## src/hw/rtl/hio_pkg.sv

```systemverilog
// Shared constants and functions for the handheld I/O page block.
`timescale 1ns / 1ps
package hio_pkg;
    localparam int IO_COUNT_DEF = 76;
    localparam int HRAM_DEPTH   = 127;
    localparam int HRAM_AW      = 7;

    localparam logic [2:0] K_READ    = 3'd0;
    localparam logic [2:0] K_WRITE   = 3'd1;
    localparam logic [2:0] K_DIV     = 3'd2;
    localparam logic [2:0] K_TIMA    = 3'd3;
    localparam logic [2:0] K_LY      = 3'd4;
    localparam logic [2:0] K_MODE    = 3'd5;
    localparam logic [2:0] K_PRESS   = 3'd6;
    localparam logic [2:0] K_RELEASE = 3'd7;

    localparam logic [6:0] OFS_JOYP = 7'h00;
    localparam logic [6:0] OFS_DIV  = 7'h04;
    localparam logic [6:0] OFS_TIMA = 7'h05;
    localparam logic [6:0] OFS_TMA  = 7'h06;
    localparam logic [6:0] OFS_TAC  = 7'h07;
    localparam logic [6:0] OFS_IF   = 7'h0F;
    localparam logic [6:0] OFS_STAT = 7'h41;
    localparam logic [6:0] OFS_LY   = 7'h44;
    localparam logic [6:0] OFS_LYC  = 7'h45;
    localparam logic [6:0] OFS_DMA  = 7'h46;
    localparam logic [7:0] LY_LINES = 8'd154;

    function automatic logic [7:0] t_io_reset(input logic [6:0] ofs);
        case (ofs)
            7'h10: t_io_reset = 8'h80;
            7'h11: t_io_reset = 8'hBF;
            7'h12: t_io_reset = 8'hF3;
            7'h14: t_io_reset = 8'hBF;
            7'h16: t_io_reset = 8'h3F;
            7'h19: t_io_reset = 8'hBF;
            7'h1A: t_io_reset = 8'h7F;
            7'h1B: t_io_reset = 8'hFF;
            7'h1C: t_io_reset = 8'h9F;
            7'h1E: t_io_reset = 8'hBF;
            7'h20: t_io_reset = 8'hFF;
            7'h23: t_io_reset = 8'hBF;
            7'h24: t_io_reset = 8'h77;
            7'h25: t_io_reset = 8'hF3;
            7'h26: t_io_reset = 8'hF1;
            7'h40: t_io_reset = 8'h91;
            7'h47: t_io_reset = 8'hFC;
            7'h48: t_io_reset = 8'hFF;
            7'h49: t_io_reset = 8'hFF;
            default: t_io_reset = 8'h00;
        endcase
    endfunction
endpackage

```

## src/hw/rtl/hio_ram.sv

```systemverilog
// Generic single-port-write, one-read RAM with registered read data.
`timescale 1ns / 1ps
module hio_ram #(
    parameter int WIDTH = 8,
    parameter int DEPTH = 128
) (
    input  logic                     i_clk,
    input  logic                     i_we,
    input  logic [$clog2(DEPTH)-1:0] i_waddr,
    input  logic [WIDTH-1:0]         i_wdata,
    input  logic [$clog2(DEPTH)-1:0] i_raddr,
    output logic [WIDTH-1:0]         o_rdata
);
    logic [WIDTH-1:0] r_mem [DEPTH];

    always_ff @(posedge i_clk) begin
        if (i_we) begin
            r_mem[i_waddr] <= i_wdata;
        end
        o_rdata <= r_mem[i_raddr];
    end
endmodule

```

## src/hw/rtl/handheld_io_register_block.sv

```systemverilog
// Top level of the handheld high I/O page: I/O registers, high RAM, IE.
//
// Usage: one event item per cycle on the input channel (kind, address,
// write data, LCD mode, button) while o_stall is low. Each item yields
// exactly one result item with the read byte, the mapped flag and the
// current TAC timer fields. An item goes into the pipe register at its
// accept edge, then on into the output register. Throughput: one item a
// cycle when the receiver does not stall, set by the single read port of
// each RAM; the few I/O registers that events touch are flops, the rest of
// the I/O page and the high RAM are RAMs read at the accept edge, with the
// byte picked up next cycle. A RAM write lands at its accept edge, before
// any later read. When the receiver stalls a waiting result, the input
// still takes one more item into a skid register, then stalls in turn.
// Reset (synchronous, active low) restores the hot registers, clears IE
// and held buttons and empties the output side; then the I/O RAM is loaded
// from the power-on table, one entry a cycle, with o_stall high until all
// IO_COUNT entries (76 by default) are written. High RAM is not cleared;
// a read of a never-written entry returns an undefined byte.
`timescale 1ns / 1ps
module handheld_io_register_block
    import hio_pkg::*;
#(
    parameter int IO_COUNT = IO_COUNT_DEF
) (
    input  logic        i_clk,
    input  logic        i_rst_n,
    input  logic        i_valid,
    output logic        o_stall,
    input  logic [2:0]  i_kind,
    input  logic [15:0] i_address,
    input  logic [7:0]  i_write_data,
    input  logic [1:0]  i_lcd_mode,
    input  logic [2:0]  i_button,
    output logic        o_valid,
    input  logic        i_stall,
    output logic [7:0]  o_read_data,
    output logic        o_mapped,
    output logic        o_timer_enable,
    output logic [1:0]  o_timer_clock
);
    // Registers that events modify stay in flops; the rest of the page is RAM.
    logic [7:0] r_joyp, r_div, r_tima, r_tma, r_tac, r_if, r_stat, r_ly, r_lyc;
    logic [7:0] r_ie, r_btn;
    logic       r_init;
    logic [6:0] r_init_addr;

    logic accept;
    assign accept = i_valid && !o_stall;

    // Address decode
    logic [6:0] ofs;
    logic is_io, is_hram, is_ie, is_acc;
    assign ofs     = i_address[6:0];
    assign is_io   = (i_address[15:7] == 9'h1FE) && (32'(ofs) < IO_COUNT);
    assign is_hram = (i_address[15:7] == 9'h1FF) && (ofs != 7'h7F);
    assign is_ie   = (i_address == 16'hFFFF);
    assign is_acc  = (i_kind == K_READ) || (i_kind == K_WRITE);

    logic       io_hot;
    logic [7:0] hot_rd;
    always_comb begin
        io_hot = 1'b1;
        hot_rd = 8'h00;
        unique case (ofs)
            OFS_JOYP: hot_rd = r_joyp;
            OFS_DIV:  hot_rd = r_div;
            OFS_TIMA: hot_rd = r_tima;
            OFS_TMA:  hot_rd = r_tma;
            OFS_TAC:  hot_rd = r_tac;
            OFS_IF:   hot_rd = r_if;
            OFS_STAT: hot_rd = r_stat;
            OFS_LY:   hot_rd = r_ly;
            OFS_LYC:  hot_rd = r_lyc;
            default:  io_hot = 1'b0;
        endcase
    end

    // I/O RAM: loaded from the power-on table after reset
    logic       io_we;
    logic [6:0] io_waddr;
    logic [7:0] io_wdata, io_rd, hram_rd;
    assign io_we    = r_init || (accept && i_kind == K_WRITE && is_io && !io_hot
                                 && ofs != OFS_DMA);
    assign io_waddr = r_init ? r_init_addr : ofs;
    assign io_wdata = r_init ? t_io_reset(r_init_addr) : i_write_data;

    hio_ram #(.WIDTH(8), .DEPTH(IO_COUNT)) u_io (
        .i_clk  (i_clk),
        .i_we   (io_we),
        .i_waddr(io_waddr),
        .i_wdata(io_wdata),
        .i_raddr(ofs),
        .o_rdata(io_rd)
    );

    // High RAM, registered read
    hio_ram #(.WIDTH(8), .DEPTH(HRAM_DEPTH)) u_hram (
        .i_clk  (i_clk),
        .i_we   (accept && i_kind == K_WRITE && is_hram),
        .i_waddr(ofs),
        .i_wdata(i_write_data),
        .i_raddr(ofs),
        .o_rdata(hram_rd)
    );

    // Next state of the hot registers
    logic [7:0] n_joyp, n_div, n_tima, n_tma, n_tac, n_if, n_stat, n_ly, n_lyc;
    logic [7:0] n_ie, n_btn;
    logic [7:0] sel, pressed, ly, st, fl;
    always_comb begin
        n_joyp = r_joyp; n_div = r_div; n_tima = r_tima; n_tma = r_tma;
        n_tac = r_tac; n_if = r_if; n_stat = r_stat; n_ly = r_ly; n_lyc = r_lyc;
        n_ie = r_ie;
        n_btn = r_btn;
        sel = 8'h00; pressed = 8'h00; ly = 8'h00; st = 8'h00; fl = 8'h00;
        if (accept) begin
            case (i_kind)
                K_READ: ;
                K_WRITE: begin
                    if (is_ie) n_ie = i_write_data;
                    else if (is_io) begin
                        case (ofs) inside
                            OFS_JOYP: begin
                                sel = i_write_data & 8'hF0;
                                if (sel == 8'h20) pressed = {4'h0, r_btn[3:0]};
                                else if (sel == 8'h10) pressed = {4'h0, r_btn[7:4]};
                                n_joyp = sel | (8'h0F & ~pressed);
                            end
                            OFS_DIV: n_div = 8'h00;
                            OFS_TIMA, OFS_LY, OFS_DMA: ;
                            OFS_STAT: begin
                                if ((i_write_data & 8'hF8) != 8'h00) n_ie = r_ie | 8'h02;
                                n_stat = (i_write_data & 8'hF8) | (r_stat & 8'h07);
                            end
                            OFS_TMA: n_tma = i_write_data;
                            OFS_TAC: n_tac = i_write_data;
                            OFS_IF:  n_if  = i_write_data;
                            OFS_LYC: n_lyc = i_write_data;
                            default: ;
                        endcase
                    end
                end
                K_DIV: n_div = r_div + 8'd1;
                K_TIMA: begin
                    if (r_tima == 8'hFF) begin
                        n_tima = r_tma;
                        n_if = r_if | 8'h04;
                    end else begin
                        n_tima = r_tima + 8'd1;
                    end
                end
                K_LY: begin
                    ly = r_ly + 8'd1;
                    if (ly >= LY_LINES) ly = 8'h00;
                    n_ly = ly;
                    if (ly == r_lyc) begin
                        n_stat = r_stat | 8'h04;
                        if (r_stat[6]) n_if = r_if | 8'h02;
                    end else begin
                        n_stat = r_stat & 8'hFB;
                    end
                end
                K_MODE: begin
                    st = {r_stat[7:2], i_lcd_mode};
                    fl = r_if;
                    case (i_lcd_mode)
                        2'd0: if (st[3]) fl = fl | 8'h02;
                        2'd1: begin
                            fl = fl | 8'h01;
                            if (st[4]) fl = fl | 8'h02;
                        end
                        2'd2: if (st[5]) fl = fl | 8'h02;
                        default: ;
                    endcase
                    n_stat = st;
                    n_if = fl;
                end
                K_PRESS: begin
                    n_btn = r_btn | (8'h01 << i_button);
                    n_if = r_if | 8'h10;
                end
                default: n_btn = r_btn & ~(8'h01 << i_button);
            endcase
        end
    end

    always_ff @(posedge i_clk) begin
        if (!i_rst_n) begin
            r_joyp <= t_io_reset(OFS_JOYP);
            r_div  <= t_io_reset(OFS_DIV);
            r_tima <= t_io_reset(OFS_TIMA);
            r_tma  <= t_io_reset(OFS_TMA);
            r_tac  <= t_io_reset(OFS_TAC);
            r_if   <= t_io_reset(OFS_IF);
            r_stat <= t_io_reset(OFS_STAT);
            r_ly   <= t_io_reset(OFS_LY);
            r_lyc  <= t_io_reset(OFS_LYC);
            r_ie   <= 8'h00;
            r_btn  <= 8'h00;
            r_init <= 1'b1;
            r_init_addr <= 7'd0;
        end else begin
            r_joyp <= n_joyp;
            r_div  <= n_div;
            r_tima <= n_tima;
            r_tma  <= n_tma;
            r_tac  <= n_tac;
            r_if   <= n_if;
            r_stat <= n_stat;
            r_ly   <= n_ly;
            r_lyc  <= n_lyc;
            r_ie   <= n_ie;
            r_btn  <= n_btn;
            if (r_init) begin
                if (r_init_addr == 7'(IO_COUNT - 1)) r_init <= 1'b0;
                r_init_addr <= r_init_addr + 7'd1;
            end
        end
    end

    // Pipe stage plus output register with skid: o_stall while the I/O RAM loads,
    // or when output full and pipe holds an item that cannot move.
    logic       r_p_valid, r_p_io, r_p_hr;
    logic [7:0] r_p_data;
    logic       r_p_mapped, r_p_te;
    logic [1:0] r_p_tc;

    logic [7:0] pipe_data;
    assign pipe_data = r_p_hr ? hram_rd : r_p_io ? io_rd : r_p_data;

    logic       r_o_valid;
    logic [7:0] r_o_data;
    logic       r_o_mapped, r_o_te;
    logic [1:0] r_o_tc;
    logic       pipe_move;

    assign pipe_move = r_p_valid && (!r_o_valid || !i_stall);
    assign o_stall   = r_init || (r_p_valid && !pipe_move);

    always_ff @(posedge i_clk) begin
        if (!i_rst_n) begin
            r_p_valid <= 1'b0;
            r_o_valid <= 1'b0;
        end else begin
            if (accept) r_p_valid <= 1'b1;
            else if (pipe_move) r_p_valid <= 1'b0;
            if (pipe_move) r_o_valid <= 1'b1;
            else if (!i_stall) r_o_valid <= 1'b0;
        end
        if (accept) begin
            r_p_io     <= (i_kind == K_READ) && is_io && !io_hot;
            r_p_hr     <= (i_kind == K_READ) && is_hram;
            r_p_data   <= (i_kind != K_READ) ? 8'h00 :
                          (is_io && io_hot) ? hot_rd : is_ie ? r_ie : 8'h00;
            r_p_mapped <= is_acc && (is_io || is_hram || is_ie);
            r_p_te     <= n_tac[2];
            r_p_tc     <= n_tac[1:0];
        end else if (r_p_valid && !pipe_move && (r_p_io || r_p_hr)) begin
            // RAM data is there only the cycle after the read; hold it
            r_p_data <= pipe_data;
            r_p_io   <= 1'b0;
            r_p_hr   <= 1'b0;
        end
        if (pipe_move) begin
            r_o_data   <= pipe_data;
            r_o_mapped <= r_p_mapped;
            r_o_te     <= r_p_te;
            r_o_tc     <= r_p_tc;
        end
    end

    assign o_valid        = r_o_valid;
    assign o_read_data    = r_o_data;
    assign o_mapped       = r_o_mapped;
    assign o_timer_enable = r_o_te;
    assign o_timer_clock  = r_o_tc;
endmodule

```

## config.mk

```make
export PLATFORM = sky130hd
export DESIGN_NAME = handheld_io_register_block
export DESIGN_NICKNAME = d
export VERILOG_FILES = /design/src/hw/rtl/hio_pkg.sv /design/src/hw/rtl/hio_ram.sv /design/src/hw/rtl/handheld_io_register_block.sv
export SDC_FILE = /design/constraint.sdc
export NUM_CORES = 2
export LEC_CHECK = 0
export BUFFER_PORTS_ARGS = -buffer_cell sky130_fd_sc_hd__buf_2
export CAP_MARGIN = 25
export CORE_MARGIN = 8
export CORE_UTILIZATION = 58
export DETAILED_ROUTE_END_ITERATION = 8
export GPL_ROUTABILITY_DRIVEN = 0
export PLACE_DENSITY = 0.77
export REMOVE_ABC_BUFFERS = 1
export SYNTH_ARGS = -nofsm -noshare
export SYNTH_HDL_FRONTEND = slang
export SYNTH_SLANG_ARGS = --single-unit
```

## constraint.sdc

```tcl
create_clock -name i_clk -period 9.8 [get_ports i_clk]
set_input_delay 0.49 -clock i_clk [delete_from_list [all_inputs] [get_ports i_clk]]
set_output_delay 0.49 -clock i_clk [all_outputs]
set_load 0.005 [all_outputs]
```

# --- Word level (Yosys, flattened, before mapping) ---
# Memories as Yosys holds them, arrays and structs flattened. A register that Yosys moved wholly into a read port is not among the register bits.
# Index checks and enable logic that the tools add are counted.
totals:
  ff_bits: 124
  ramBits: 1624
  input_bits: 36
  out_inout_bits: 14
  word_cells: 284
  mem_count: 2
memory_table:
  columns: ["name", "depth", "width", "read_ports", "rd_clocked_by_memory_dff", "wr", "line_no", "source"]
  rows:
  - ["u_hram.r_mem", 127, 8, 1, 1, 1, "hio_ram.sv:14", "logic [WIDTH-1:0] r_mem [DEPTH];"]
  - ["u_io.r_mem", 76, 8, 1, 1, 1, "hio_ram.sv:14", null]
classes:
  n_addsub: 4
  order_cmp: 2
  n_eq_ne: 71
  n_shift: 1
  mux: 84
  bitwise: 19
  n_reduce_logical: 68
ops:
  columns: ["op", "count"]
  rows:
  - ["two-way mux 8 bit", 32]
  - ["one-hot mux 8 bit (11 select lines)", 1]
  - ["one-hot mux 8 bit (9 select lines)", 1]
  - ["== test 7 x 5 -> 1 bit (second input constant)", 10]
  - ["== test 7 bit (second input constant)", 9]
  - ["one-hot mux 8 bit (5 select lines)", 1]
  - ["two-way mux 3 bit", 12]
  - ["== test 7 x 6 -> 1 bit (second input constant)", 5]
  - ["inequality test 2 bit (second input constant)", 16]
  - ["one-hot mux 8 bit (2 select lines)", 2]
  - ["AND reduction 15 bit", 2]
  - ["== test 7 x 3 -> 1 bit (second input constant)", 4]
  - ["two-way mux 4 bit", 7]
  - ["AND reduction 9 bit", 3]
  - ["adder 8 x 1 -> 8 bit (second input constant)", 3]
  - ["one-hot mux 8 bit (3 select lines)", 1]
  - ["two-way mux 2 bit", 11]
  - ["AND reduction 10 bit", 2]
  - ["nonzero test 2 bit", 10]
  - ["AND reduction 19 bit", 1]
  - ["== test 9 bit (second input constant)", 2]
  - ["AND reduction 17 bit", 1]
  - ["== test 16 bit (second input constant)", 1]
  - ["logical AND 1 bit", 16]
  - ["48 further kinds", 96]

# --- Logic depth before layout (Yosys ltp) ---
depth:
  word_depth: 15
  ltp_mapped: 13
  ltp_nobuf: 10

# --- Cells and area by module ---
# Synthesis repeated with hierarchy kept, for this count alone.
unflattened:
  hier_cells: 3851
  area_unflattened_um2: 70929.3
modules_own_cells:
  columns: ["module", "n_inst", "cells_each", "area_per_inst_um2", "seq_area_each_um2"]
  rows:
  - ["hio_ram at u_hram", 1, 1882, 39800.7, 30669.4]
  - ["hio_ram at u_io", 1, 1111, 23936.7, 18417.7]
  - ["handheld_io_register_block", 1, 858, 7191.9, 2742.6]

# --- Worst setup path before layout ---
# OpenSTA, ideal clock, no wires.
synth_path:
  kind: "flip-flop to flip-flop"
  startpoint: "reg r_init_addr[0]"
  endpoint: "mem u_io.r_mem[0][0], data pin"
  setup_ps: 618
  t_arrival_ps: 3796
  required_time_ps: 9182
  path_slack_ps: 5386
  path_stages_with_launch: 10
  period_less_slack_ps: 4414
  path_cell_list: "dfxtp_1 > inv_1 > ha_1 > a21oi_1 > nor2_1 > a311oi_1 > or3b_2 > and3_1 > and3_1 > o22ai_1"
synth_via:
  elab_chain_cells: 4
synth_lines:
  columns: ["item", "line_no", "source"]
  rows:
  - ["start, declared", "handheld_io_register_block.sv:45", "logic [6:0] r_init_addr;"]
  - ["start signal, assigned", "handheld_io_register_block.sv:216", "r_init_addr <= r_init_addr + 7'd1;"]
  - ["== test 7 x 6 -> 1 bit, or another cell as far along", "hio_pkg.sv:30", "case (ofs)"]
  - ["OR reduction 5 bit (no source line), or another cell as far along", null, null]
  - ["one-hot mux 8 bit (11 select lines) (*)", "hio_pkg.sv:30", null]
  - ["two-way mux 8 bit (*)", "handheld_io_register_block.sv:85", "assign io_wdata = r_init ? t_io_reset(r_init_addr) : i_write_data;"]
  - ["named net io_wdata[0]", "handheld_io_register_block.sv:81", "logic [7:0] io_wdata, io_rd, hram_rd;"]
  - ["end, declared", "hio_ram.sv:14", null]
# Mark *: on every way through the listed nets, which the timed path passes. The rest lies on a longest branch.

# --- Worst setup path in the final report ---
layout_path:
  startpoint: "in i_stall"
  endpoint: "mem u_io.r_mem[17][2], enable pin"
layout_via:
  elab_chain_cells: 15
layout_lines:
  columns: ["item", "line_no", "source"]
  rows:
  - ["start, declared", "handheld_io_register_block.sv:35", "input logic i_stall,"]
  - ["zero test 1 bit", null, null]
  - ["logical OR 1 bit", "handheld_io_register_block.sv:237", "assign pipe_move = r_p_valid && (!r_o_valid || !i_stall);"]
  - ["logical AND 1 bit", "handheld_io_register_block.sv:237", null]
  - ["zero test 1 bit", "handheld_io_register_block.sv:238", "assign o_stall = r_init || (r_p_valid && !pipe_move);"]
  - ["logical AND 1 bit", "handheld_io_register_block.sv:238", null]
  - ["logical OR 1 bit", "handheld_io_register_block.sv:238", null]
  - ["zero test 1 bit", "handheld_io_register_block.sv:48", "assign accept = i_valid && !o_stall;"]
  - ["logical AND 1 bit", "handheld_io_register_block.sv:48", null]
  - ["logical AND 1 bit (3 in a row)", "handheld_io_register_block.sv:82", "assign io_we = r_init || (accept && i_kind == K_WRITE && is_io && !io_hot"]
  - ["logical AND 1 bit", "handheld_io_register_block.sv:83", "&& ofs != OFS_DMA);"]
  - ["logical OR 1 bit", "handheld_io_register_block.sv:82", null]
  - ["two-way mux 1 bit", "hio_ram.sv:17", "if (i_we) begin"]
  - ["two-way mux 1 bit (implied by the code)", "hio_ram.sv:18", "r_mem[i_waddr] <= i_wdata;"]
# No other way between the ends.

==> results.py <==
metrics = {
    "route": {
        "dr.pass1.iters": 6,
        "ant_nets": 0,
        "routed_wl_um": 170000,
        "drt_iter0_markers": 4898,
        "wl_per_cell_um": 31.5,
        "vias": 36237,
        "drc_errors": 0,
        "routed_via_density": 6.71,
    },
    "placed_design": {
        "io_buffer_count": 49,
        "dp_cells": 5082,
        "pre_cts_ws_ps": 4460,
        "hpwlAfterDp_um": 97400,
    },
    "cts": {
        "numClockSinks": 1764,
        "path_clk_slew_ps": 60,
        "clock-root-buffer": "clkbuf_16",
        "post_cts_resized": 0,
        "clk_latency_ps": 790,
        "cts_setup_buffers": 0,
        "htree_levels": 4,
        "cts_inserted_buffers": 170,
        "cts_tree": "yes",
        "cts_max_path_buffers": 3,
    },
    "synthesis": {
        "yosys_warnings": 0,
        "synth_area_um2": 70400,
        "yosysSeqAreaShare_pct": 73.6,
        "avgSynthCellArea_um2": 19.8,
        "syn-instance-count": 3547,
        "yosysUniqueCellTypes": 76,
        "synth_seq_cells": 1764,
        "yosysTopAreaCell": "edfxtp_1",
        "synth_ff_type": "edfxtp_1",
        "synth_top_area_share_pct": 70.4,
        "yosys-top-cells-area": "edfxtp_1 (70%), mux4_2 (17%), dfxtp_1 (3.2%)",
        "synth-async-reset-ratio_pct": 0,
        "synth_edf_count": 1650,
    },
    "setup_path": {
        "critPathTopFamily": "simple AND/OR/NAND/NOR gates",
        "crit_path_max_fanout": 14,
        "crit_chain": "dlygate4sd3_1, buf_2, a31oi_1, nand2_1, inv_1, nand2_1, nor4bb_1, buf_4, a31o_2, nand3_1, nor2_1",
        "cpMostUsedCell": "nand2_1",
        "critPathArrivalTime_ps": 5100,
        "crit_path_max_incr_delay_ps": 930,
        "path_buf_inv": 4,
        "worstSetupStartpointType": "input port",
        "endpoint_kind": "flip-flop",
        "crit_slowest_cell": "nor2_1",
        "required_ps": 10210,
        "crit_type": "in -> reg",
    },
    "timing": {
        "rsz0062_at_grt": "false",
        "fin_tns_setup_ps": 0,
        "tightest_slew_ps": 1190,
        "post-route-period-util_pct": 47.9,
        "setup-violations-final": 0,
        "skew_ps": 28.8,
        "worst_hold_slack_ps": 56.8,
        "fin_ws_ps": 5110,
        "fmax_ghz": 0.213,
        "finalMaxSlewViolations": 0,
        "hold_viol": 0,
        "relSlewSlack_pct": 19.8,
        "fin_crit_ps": 4690,
    },
    "status": {
        "status": "finished clean",
    },
    "global_routing": {
        "track_usage_pct": 25.7,
        "grt_pass1_vias": 36398,
        "grt_max_degree": 144,
        "antenna_found_initial": 3,
        "grt_overflow": 0,
        "grt_pass1_wl_um": 249000,
    },
    "floorplanning": {
        "die_area_um2": 133000,
        "die_h_um": 364,
        "start_util_pct": 58.1,
        "ios": 50,
        "core_area_um2": 121000,
        "rows": 128,
        "die_width_um": 364,
    },
    "worst_hold_path": {
        "hold_class": "in -> reg",
    },
    "finish": {
        "final_common_cell": "edfxtp_1",
        "nFillCells": 7777,
        "final_nets": 3678,
        "ff_latch_area_um2": 51800,
        "final_cell_mix": "edfxtp_1 (1650), mux4_2 (517), nor2_1 (265)",
        "multiInputGateArea_um2": 17700,
        "drive_above_1_share_pct": 24.4,
        "stdcell_count": 5400,
        "area_growth_pct": 10.9,
    },
    "power_and_ir_drop": {
        "p_leak_uw": 0.0238,
        "power.density_nw_per_um2": 197,
        "ir_worst_vdd_uv": 194,
        "p_total_uw": 15400,
    },
    "run": {
        "max-cap-violations": 0,
    },
}
==> metal layers <==
metal  up-vias  global-route usage, %  share of wire (%)
li1      14722                      -                  -
met1     18870                   34.3                 37
met2      2243                   42.3                 50
met3       398                   5.36                9.4
met4         4                   9.74                4.2
met5         -                      0              0.015
==> timing repair <==
action,in CTS,in global routing
setup endpoints to repair,0,0
hold buffers,2,0
hold endpoints to repair,2,0
==> registers in the layout, summed over array words and instances (netlist names), 2 cells and up, named ones only <==
signal,cells
r_if,8
r_p_tc,2
o_timer_clock,2
r_lyc,8
r_joyp,8
u_io.r_mem,608
r_ly,8
r_tac,8
u_hram.o_rdata,8
o_read_data,8
r_stat,5
r_tima,8
r_ie,8
r_div,8
r_p_data,8
u_io.o_rdata,8
u_hram.r_mem,1016
r_init_addr,7
r_tma,8
==> logic make-up after synthesis <==
logic type,count (synthesis),share of synthesized area (%)
xor+xnor,19,0.236
simple gates,681,4.44
compound gates,244,2.34
fa+ha+maj,8,0.142
buf+inv,227,1.41
flops,1764,73.6
mux,604,17.8
==> through the flow <==
| stage | utilization, % | area [um^2] |
|---|---|---|
| after floorplan | - | 69500 |
| after global placement | 59.9 | 72500 |
| after detailed placement | 59.9 | 72500 |
| after CTS | 64.5 | 78000 |
| after global routing | 64.5 | 78100 |
| final | 64.5 | 78100 |
==> cell type report <==
type,instances,share of cell area [%]
Antenna cell,3,0.00961
Clock inverter,90,1.18
Clock buffer,220,5.90
Multi-Input combinational cell,1556,22.7
Tap cell,1625,2.60
Inverter,24,0.115
Sequential cell,1764,66.4
Timing Repair Buffer,118,1.14
==> cell usage after synthesis, types with 6 or more instances <==
cell,number
buf_1,16
a22o_1,6
mux2_2,18
xor2_1,9
and3_1,12
mux2i_1,69
nand2_1,170
nand4_1,18
inv_1,22
nor2_1,266
nand3_1,53
o211a_1,7
nor2b_1,55
or3_1,7
a21oi_1,32
o21ai_0,74
a22oi_1,29
nand2b_1,17
or2_2,7
a221oi_1,8
nor3_1,25
ha_1,8
o22ai_1,11
dfxtp_1,114
xnor2_1,10
mux4_2,517
nor4_1,7
clkbuf_1,115
a21boi_0,23
buf_2,53
and2_1,18
nor3b_1,6
edfxtp_1,1650
buf_4,16
==> worst min-delay path, stage by stage <==
cell and delay [ps]:
buf_2 140, mux2i_1 80, nor2b_1 90
==> final timing paths <==
check	start	endpoint	slack, ps	depth (start not counted)
worst max-delay path	i_stall	u_io.r_mem[17][2]	5110	11
worst min-delay path	i_lcd_mode[1]	flip-flop	60	3
worst max register to register	r_p_valid	u_io.r_mem[17][2]	5160	9
worst min register to register	r_p_te	o_timer_enable	420	0
==> power breakdown <==
part           internal (uW)  switching, uW  total (uW)
logic                    266            426         692
registers               8220           24.9        8240
clock network           3700           2780        6480
(Power assumes the default switching activity.)
